==> src/hw/rtl/pktw_pkg.sv <==
// Package of shared types and constants for the per-key time-window sum block.
package pktw_pkg;

   localparam int NUM_UNITS_DEFAULT = 8;
   localparam int LOG_DEPTH_DEFAULT = 32;
   localparam logic [31:0] WINDOW_RESET = 32'd5000;
   localparam logic [30:0] SUM_LIMIT = 31'h7FFF_FFFF;

   localparam logic [1:0] CMD_RECORD = 2'd0;
   localparam logic [1:0] CMD_QUERY  = 2'd1;
   localparam logic [1:0] CMD_FORGET = 2'd2;

   localparam logic CSR_ENABLE = 1'b0;
   localparam logic CSR_WINDOW = 1'b1;

   // Commands from the controller to the datapath.
   typedef struct packed {
      logic load;       // capture the input transaction
      logic append;     // write the new entry and update the slot pointers
      logic drop_head;  // drop the oldest entry of the slot
      logic forget;     // empty the slot
      logic rd_head;    // read the oldest entry
      logic rd_walk;    // read the entry at the walk offset
      logic acc;        // add the read entry to the sum
      logic clr_sum;    // clear the sum and walk offset
      logic finish;     // place the result into the output register
   } ctrl_type;

   // Status from the datapath to the controller.
   typedef struct packed {
      logic is_record;
      logic is_query;
      logic is_forget;
      logic rec_ok;
      logic qry_ok;
      logic empty;      // slot holds no live entry
      logic head_old;   // registered oldest entry is outside the window
      logic walk_done;  // walk offset has reached the entry count
   } stat_type;

endpackage

==> src/hw/rtl/pktw_ctrl.sv <==
// Controller state machine of the per-key time-window sum block.
module pktw_ctrl (
   input  logic               clock,
   input  logic               reset,
   input  logic               req_valid,
   output logic               req_ready,
   input  logic               out_busy,
   input  pktw_pkg::stat_type st,
   output pktw_pkg::ctrl_type ct
);

   typedef enum logic [6:0] {
      S_IDLE  = 7'b0000001,
      S_DEC   = 7'b0000010,
      S_HREQ  = 7'b0000100,
      S_HCHK  = 7'b0001000,
      S_WREQ  = 7'b0010000,
      S_WACC  = 7'b0100000,
      S_DONE  = 7'b1000000
   } state_type;

   state_type state_ff, state_in;
   logic      summing_ff, summing_in;

   always_ff @(posedge clock) begin
      if (reset) begin
         state_ff   <= S_IDLE;
         summing_ff <= 1'b0;
      end else begin
         state_ff   <= state_in;
         summing_ff <= summing_in;
      end
   end

   assign req_ready = (state_ff == S_IDLE);

   always_comb begin
      state_in   = state_ff;
      summing_in = summing_ff;
      ct         = '0;
      unique case (state_ff)
         S_IDLE: begin
            if (req_valid) begin
               ct.load  = 1'b1;
               state_in = S_DEC;
            end
         end
         S_DEC: begin
            ct.clr_sum = 1'b1;
            summing_in = st.qry_ok;
            if (st.is_record && st.rec_ok) begin
               ct.append = 1'b1;
               state_in  = S_HREQ;
            end else if (st.is_query && st.qry_ok) begin
               state_in = S_HREQ;
            end else begin
               ct.forget = st.is_forget;
               state_in  = S_DONE;
            end
         end
         S_HREQ: begin
            if (st.empty) begin
               state_in = summing_ff ? S_WREQ : S_DONE;
            end else begin
               ct.rd_head = 1'b1;
               state_in   = S_HCHK;
            end
         end
         S_HCHK: begin
            if (st.head_old) begin
               ct.drop_head = 1'b1;
               state_in     = S_HREQ;
            end else begin
               state_in = summing_ff ? S_WREQ : S_DONE;
            end
         end
         S_WREQ: begin
            if (st.walk_done) begin
               state_in = S_DONE;
            end else begin
               ct.rd_walk = 1'b1;
               state_in   = S_WACC;
            end
         end
         S_WACC: begin
            ct.acc   = 1'b1;
            state_in = S_WREQ;
         end
         S_DONE: begin
            if (!out_busy) begin
               ct.finish = 1'b1;
               state_in  = S_IDLE;
            end
         end
         default: state_in = S_IDLE;
      endcase
   end

`ifndef ASSERT_OFF
   a_acc_after_read: assert property (@(posedge clock) disable iff (reset)
      ct.rd_walk |=> ct.acc) else $error("accumulate must follow walk read");
   a_check_after_head: assert property (@(posedge clock) disable iff (reset)
      ct.rd_head |=> (state_ff == S_HCHK)) else $error("head read not checked");
   a_ready_only_idle: assert property (@(posedge clock) disable iff (reset)
      ct.load |=> !req_ready) else $error("ready while busy");
`endif

endmodule

==> config.mk <==
export PLATFORM = sky130hd
export DESIGN_NAME = pktw_ctrl
export DESIGN_NICKNAME = d
export VERILOG_FILES = /design/src/hw/rtl/pktw_pkg.sv /design/src/hw/rtl/pktw_ctrl.sv
export SDC_FILE = /design/constraint.sdc
export NUM_CORES = 1
export LEC_CHECK = 0
export BUFFER_PORTS_ARGS = -buffer_cell sky130_fd_sc_hd__buf_2
export CAP_MARGIN = 20
export CELL_PAD_IN_SITES_DETAIL_PLACEMENT = 2
export CELL_PAD_IN_SITES_GLOBAL_PLACEMENT = 2
export CORE_AREA = 3 3 53 55
export DETAILED_ROUTE_END_ITERATION = 16
export DIE_AREA = 0 0 56 58
export GPL_TIMING_DRIVEN = 0
export PLACE_DENSITY = 0.7
export SLEW_MARGIN = 20
export SYNTH_ARGS = -nofsm -noshare
export SYNTH_HDL_FRONTEND = slang
export SYNTH_SLANG_ARGS = --single-unit
==> constraint.sdc <==
create_clock -name clock -period 1.39 [get_ports clock]
set_input_delay 0.0695 -clock clock [delete_from_list [all_inputs] [get_ports clock]]
set_output_delay 0.0695 -clock clock [all_outputs]
set_load 0.01 [all_outputs]
==> results of run 1 <==
power groups by stage:
stage | Clock, mW | Sequential [mW] | Combinational (mW)
2_1_floorplan | 0 | 0.252 | 0.0596
3_3_place_gp | 0 | 0.255 | 0.0996
3_5_place_dp | 0 | 0.256 | 0.104
4_1_cts | 0.197 | 0.250 | 0.161
5_1_grt | 0.231 | 0.253 | 0.198
6_report | 0.207 | 0.251 | 0.182
state kept, by name, summed over array words and instances (netlist names):
signal      count
state_ff        7
summing_ff      1
worst max path at each step:
stage | to | cells after the start
CTS | ct[8] | 4
floorplan | ct[7] | 4
finish | ct[7] | 5
detailed placement | ct[7] | 5
global placement | ct[7] | 5
global route | ct[7] | 5
layer usage:
| layer | up-vias | track usage (%) | wire length (um) |
|---|---|---|---|
| li1 | 320 | - | - |
| met1 | 342 | 16.5 | 993 |
| met2 | 11 | 30.9 | 1380 |
| met3 | 3 | 2.00 | 58 |
| met4 | 0 | 8.14 | 42 |
| met5 | - | 0 | 0 |
worst max-delay path, stage by stage (launching register included):
cell	delay [ns]
dfxtp_4	0.36
nor4_4	0.26
buf_4	0.18
and2_4	0.16
and3_4	0.19
buf_6	0.10
cells in the final DEF, fill, tap and decap left out, drive strengths merged:
cell type / n
dlygate4sd3: 2
nor4: 2
nor3: 4
inv: 3
a311o: 1
nor3b: 2
a21o: 1
nor2b: 2
or2b: 1
a21oi: 2
nand3b: 1
nand3: 2
o2111a: 1
a31oi: 1
buf: 36
o21ai: 2
nand2: 1
and3: 3
nor2: 4
and3b: 5
o2111ai: 2
o21ba: 1
o211ai: 1
and4b: 2
and2: 2
nand4b: 1
nor4b: 1
nand4: 1
o311ai: 1
xor2: 1
dfxtp: 8
clkbuf: 3
a22oi: 1
cell type report:
type                            instances  area (um2)
Fill cell                             284        1460
Tap cell                               30        37.5
Timing Repair Buffer                   38         267
Inverter                                3        11.3
Clock buffer                            3        22.5
Multi-Input combinational cell         49         455
Sequential cell                         8         181
what timing repair did:
item,in CTS,in global routing
resized for setup,26,10
pin swaps,7,7
hold buffers,2,0
gates cloned,0,0
setup endpoints to repair,15,15
buffers inserted,12,3
hold endpoints to repair,2,0
kinds of logic (layout without fill, tap and decap cells):
family,Yosys count,after routing
buffers and inverters,4,44
flip-flops,8,8
XOR/XNOR,1,1
AO/OA/AOI/OAI,14,14
AND/OR/NAND/NOR,34,34
through the flow:
| step | power (mW) | area [um2] | setup slack (ns) |
|---|---|---|---|
| final | 0.640 | 975 | -0.203 |
| after global placement | 0.355 | 684 | -0.147 |
| after detailed placement | 0.360 | 684 | -0.219 |
| after global routing | 0.682 | 975 | -0.254 |
| after floorplan | 0.311 | 542 | 0.0556 |
| after CTS | 0.608 | 905 | -0.188 |
==> results_dict.tcl, run 1 <==
set metrics [dict create \
    status "finished, violations left" \
    violations "negative setup slack" \
    num_vias 676 \
    worstPathMaxFanout 5 \
    synth.ff_latch_count 8 \
    numCtsBuffers 3 \
    dp_cells 112 \
    port_buffers 21 \
    grt_pass1_wl_um 3770 \
    die_area_um2 3250 \
    min_period_ns 1.59 \
    syn_area_per_cell_um2 8.88 \
    rows 18 \
    syn-num-nets 73 \
    fmax_mhz 628 \
    start_util_pct 22.3 \
    p_leak_nw 0.426 \
    fin_nets 115 \
    synth_area_leaders "dfxtp_1, and3b_1, and4b_2, nor4_4, and3b_2" \
    cts_tree "yes" \
    grt_pass1_vias 728 \
    die_y_um 58 \
    yosysWarnings 0 \
    p_switching_uw 203 \
    die_w_um 56 \
    dp_hpwl_um 1400 \
    hold_path_class "in2reg" \
    setup_viol 10 \
    antenna_found_initial 0 \
    netlist_instances 61 \
    yosysMostFrequentCell "dfxtp_1" \
    synth_top_area_share_pct 29.6 \
    layout_setup_ws_ns -0.203 \
    drtAntennaViolNets 0 \
    synth_top_family_by_area "simple AND/OR/NAND/NOR gates" \
    synth-simple-area-share_pct 46.2 \
    rsz0062_at_grt "true" \
    max-vdd-ir-drop_mv 0.282 \
    clkPwrFrac_pct 32.3 \
    final_util_pct 40.1 \
    wl_per_cell_um 18.9 \
    holdWs_ns 0.0558 \
    gp_congestion 0.680 \
    synthXorXnorAreaFrac_pct 1.62 \
    synth_flop_cell "dfxtp_1" \
    cts_sinks 8 \
    relSlewSlack_pct 77.1 \
    hold_viol_final 0 \
    tns_ns -0.935 \
    synth_fa_ha_area_share_pct 0 \
    seqPwrFrac_pct 39.3 \
    startpoint "state_ff[5]" \
    area_delta_synth_final_pct 79.9 \
    yosysUniqueCellTypes 36 \
    critical_path.startpoint_type "flip-flop" \
    grt_overflow 0 \
    synth_area_um2 542 \
    synth_common_cells "dfxtp_1, nor2_1, and3b_1, inv_1, nor3_1" \
    power.density_nw_per_um2 657 \
    critPathKind "reg2out" \
    viasPerCell 5.16 \
    skew_ns 0.00570 \
    ys_seq_area_share_pct 29.6 \
    yosys.area.top_type "dfxtp_1" \
    cts_root_buf "clkbuf_4" \
    slew_viol_final 0 \
    hold_start "req_valid" \
    wl_um 2480 \
    drt-pass1-iter-count 2 \
    cts_buffer_depth 2 \
    p_int_uw 437 \
    clk_latency_ns 0.28 \
    worst_hold_path.endpoint "state_ff[1]" \
    worst_r2r_endpoint "state_ff[0]" \
    final_cells 131 \
    clkTransAtPathRegs_ns 0.07 \
    drive_above_1_share_pct 66.3 \
    switching_share_pct 31.8 \
    worst_pin_slew_ns 0.340 \
    crit_arrival_ns 1.52 \
    crit_required_ns 1.32 \
    r2r_cells 5 \
    synth_edf_count 0 \
    dr.first_iter.drc_count 5 \
    power_frac_comb_pct 28.4 \
    ios 22 \
    fin_crit_sh_pct 115 \
    drc 0 \
    regToRegSetupSlack_ns -0.02 \
    drv_cap 0 \
    synthMuxAreaShare_pct 0 \
    grt_max_degree 10 \
    cts.htree.levels 1 \
    synth-async-reset-ratio_pct 0 \
    grt_use_total_pct 15.9 \
    hold_path_depth 2 \
    core-area_um2 2430 \
    end_kind "output port" \
    reg2reg_from "state_ff[5]" \
    antenna-diode-count 0 \
    synth_compound_area_share_pct 19.9 \
]
No activity file was read; power rests on OpenSTA's default activity.
==> run 2, diff against run 1 <==
- CORE_AREA: 3 3 53 55 -> 3 3 51 53
- DIE_AREA: 0 0 56 58 -> 0 0 54 56
- PLACE_DENSITY: 0.7 -> 0.73
- clock period: 1.39 -> 1.75 ns (I/O delays scaled with it)
==> run 2 against run 1 <==
- critical path depth shrank 1
- critical endpoint unchanged
- hold slack worse by 0.038 ns
- the run now ends clean
- non-clock buffer count fell by 13
- clock-buffer cell count unchanged
- via count down 12%
- largest cell class unchanged
- global-route usage shrank 3.2 points
- flip-flop and latch count unchanged
==> results_dict.tcl, run 2 (synthesis gave the netlist of run 1 again) <==
set metrics [dict create \
    fin_nets 102 \
    clkTransAtPathRegs_ns 0.06 \
    final_util_pct 34.2 \
    relSlewSlack_pct 73.4 \
    cts_root_buf "clkbuf_4" \
    ios 22 \
    rows 17 \
    regToRegSetupSlack_ns 0.33 \
    grt_overflow 0 \
    end_kind "output port" \
    drive_above_1_share_pct 45.5 \
    mostFrequentLayoutCell "buf_2" \
    clk_latency_ns 0.25 \
    critical_path.startpoint_type "flip-flop" \
    largest_reg_flops 7 \
    viasPerCell 5.12 \
    top_register "state_ff" \
    grt_pass1_vias 585 \
    fin_crit_sh_pct 91.2 \
    numCtsBuffers 3 \
    placed_cell_area_um2 682 \
    start_util_pct 24.7 \
    die_w_um 54 \
    worst_r2r_endpoint "state_ff[0]" \
    fmax_mhz 626 \
    max-vdd-ir-drop_mv 0.255 \
    skew_ns 0.00441 \
    drtAntennaViolNets 0 \
    reg_top3 "state_ff: 7 flops, summing_ff: 1 flops" \
    dp_hpwl_um 1330 \
    hold_viol_final 0 \
    wl_um 1740 \
    startpoint "state_ff[5]" \
    wl_per_cell_um 15.0 \
    slew_viol_final 0 \
    antenna_found_initial 0 \
    core-area_um2 2190 \
    r2r_cells 4 \
    grt_max_degree 11 \
    worstPathMaxFanout 6 \
    grt_pass1_wl_um 2790 \
    antenna-diode-count 0 \
    endpoint "ct[7]" \
    min_period_ns 1.60 \
    critPathKind "reg2out" \
    rsz0062_at_grt "false" \
    gp_congestion 0.705 \
    fill_cells 262 \
    crit_arrival_ns 1.51 \
    cts_hold_buf 0 \
    worst_pin_slew_ns 0.398 \
    port_buffers 21 \
    drt-pass1-iter-count 4 \
    hold_start "st[2]" \
    cts_sinks 8 \
    die_y_um 56 \
    drc 0 \
    num_vias 594 \
    final_area_um2 749 \
    area_delta_synth_final_pct 38.3 \
    tns_ns 0 \
    cts_buffer_depth 2 \
    reg2reg_from "state_ff[5]" \
    crit_required_ns 1.66 \
    hold_path_class "in2reg" \
    p_leak_nw 0.345 \
    die_area_um2 3020 \
    setup_viol 0 \
    cts_tree "yes" \
    cts.htree.levels 1 \
    dr.first_iter.drc_count 1 \
    drv_cap 0 \
    grt_use_total_pct 12.6 \
    power.density_nw_per_um2 583 \
    final_cell_mix "buf_2, dfxtp_1, nor2_1, buf_4" \
    status "finished, final reports clean" \
]
-- run 2: cell count changes in the layout (fill, tap and decap cells not counted), sizes merged --
cell	previous run	this run
buf	36	25
dlygate4sd3	2	0
-- run 2: what timing repair did --
item	CTS	global route
buffers inserted	2	2
pin swaps	1	2
gates resized for setup	1	3
setup endpoints to repair	3	3
cloned	0	0
-- run 2: how the worst min path moves through the flow --
stage                        endpoint  slack, ns  depth (start not counted)
after CTS                 state_ff[3]       0.01                          2
final                     state_ff[3]       0.02                          2
after detailed placement  state_ff[3]       0.29                          2
after global placement    state_ff[5]       0.28                          2
after floorplan           state_ff[2]       0.16                          1
after global routing      state_ff[3]       0.01                          2
-- run 2: final cells by class --
type	count	area (um2)	area share [%]
flip-flops and latches	8	161	21.5
inverters	3	11.3	1.50
multi-input cells	49	384	51.3
well taps	28	35.0	4.67
clock buffers	3	22.5	3.01
repair buffers	25	135	18.0
-- run 2: per-layer routing --
layer	vias up	global-route usage, %	wire, um
met5	-	0	0
met4	0	8.54	27
met3	2	0.804	47
met2	9	19.4	879
met1	289	16.3	790
li1	294	-	-
-- run 2: critical path: stages (launching register included) --
cell	delay, ns
dfxtp_1	0.38
nor4_4	0.36
and2_2	0.23
and3_1	0.16
buf_2	0.12
-- run 2: metrics by stage --
step / power, mW / cells / hold slack [ns] / setup slack, ns
after floorplan: 0.247 / 61 / 0.157 / 0.398
after global placement: 0.281 / 110 / 0.284 / 0.199
after detailed placement: 0.285 / 110 / 0.287 / 0.126
after CTS: 0.437 / 115 / 0.0127 / 0.0294
after global routing: 0.463 / 116 / 0.0132 / 0.0243
final: 0.437 / 116 / 0.0175 / 0.154
-- run 2: power breakdown --
part	leakage [nW]	switching (mW)	internal (mW)
clock	0.0138	0.0671	0.0788
sequential	0.0655	0.0150	0.189
combinational	0.266	0.0410	0.0462
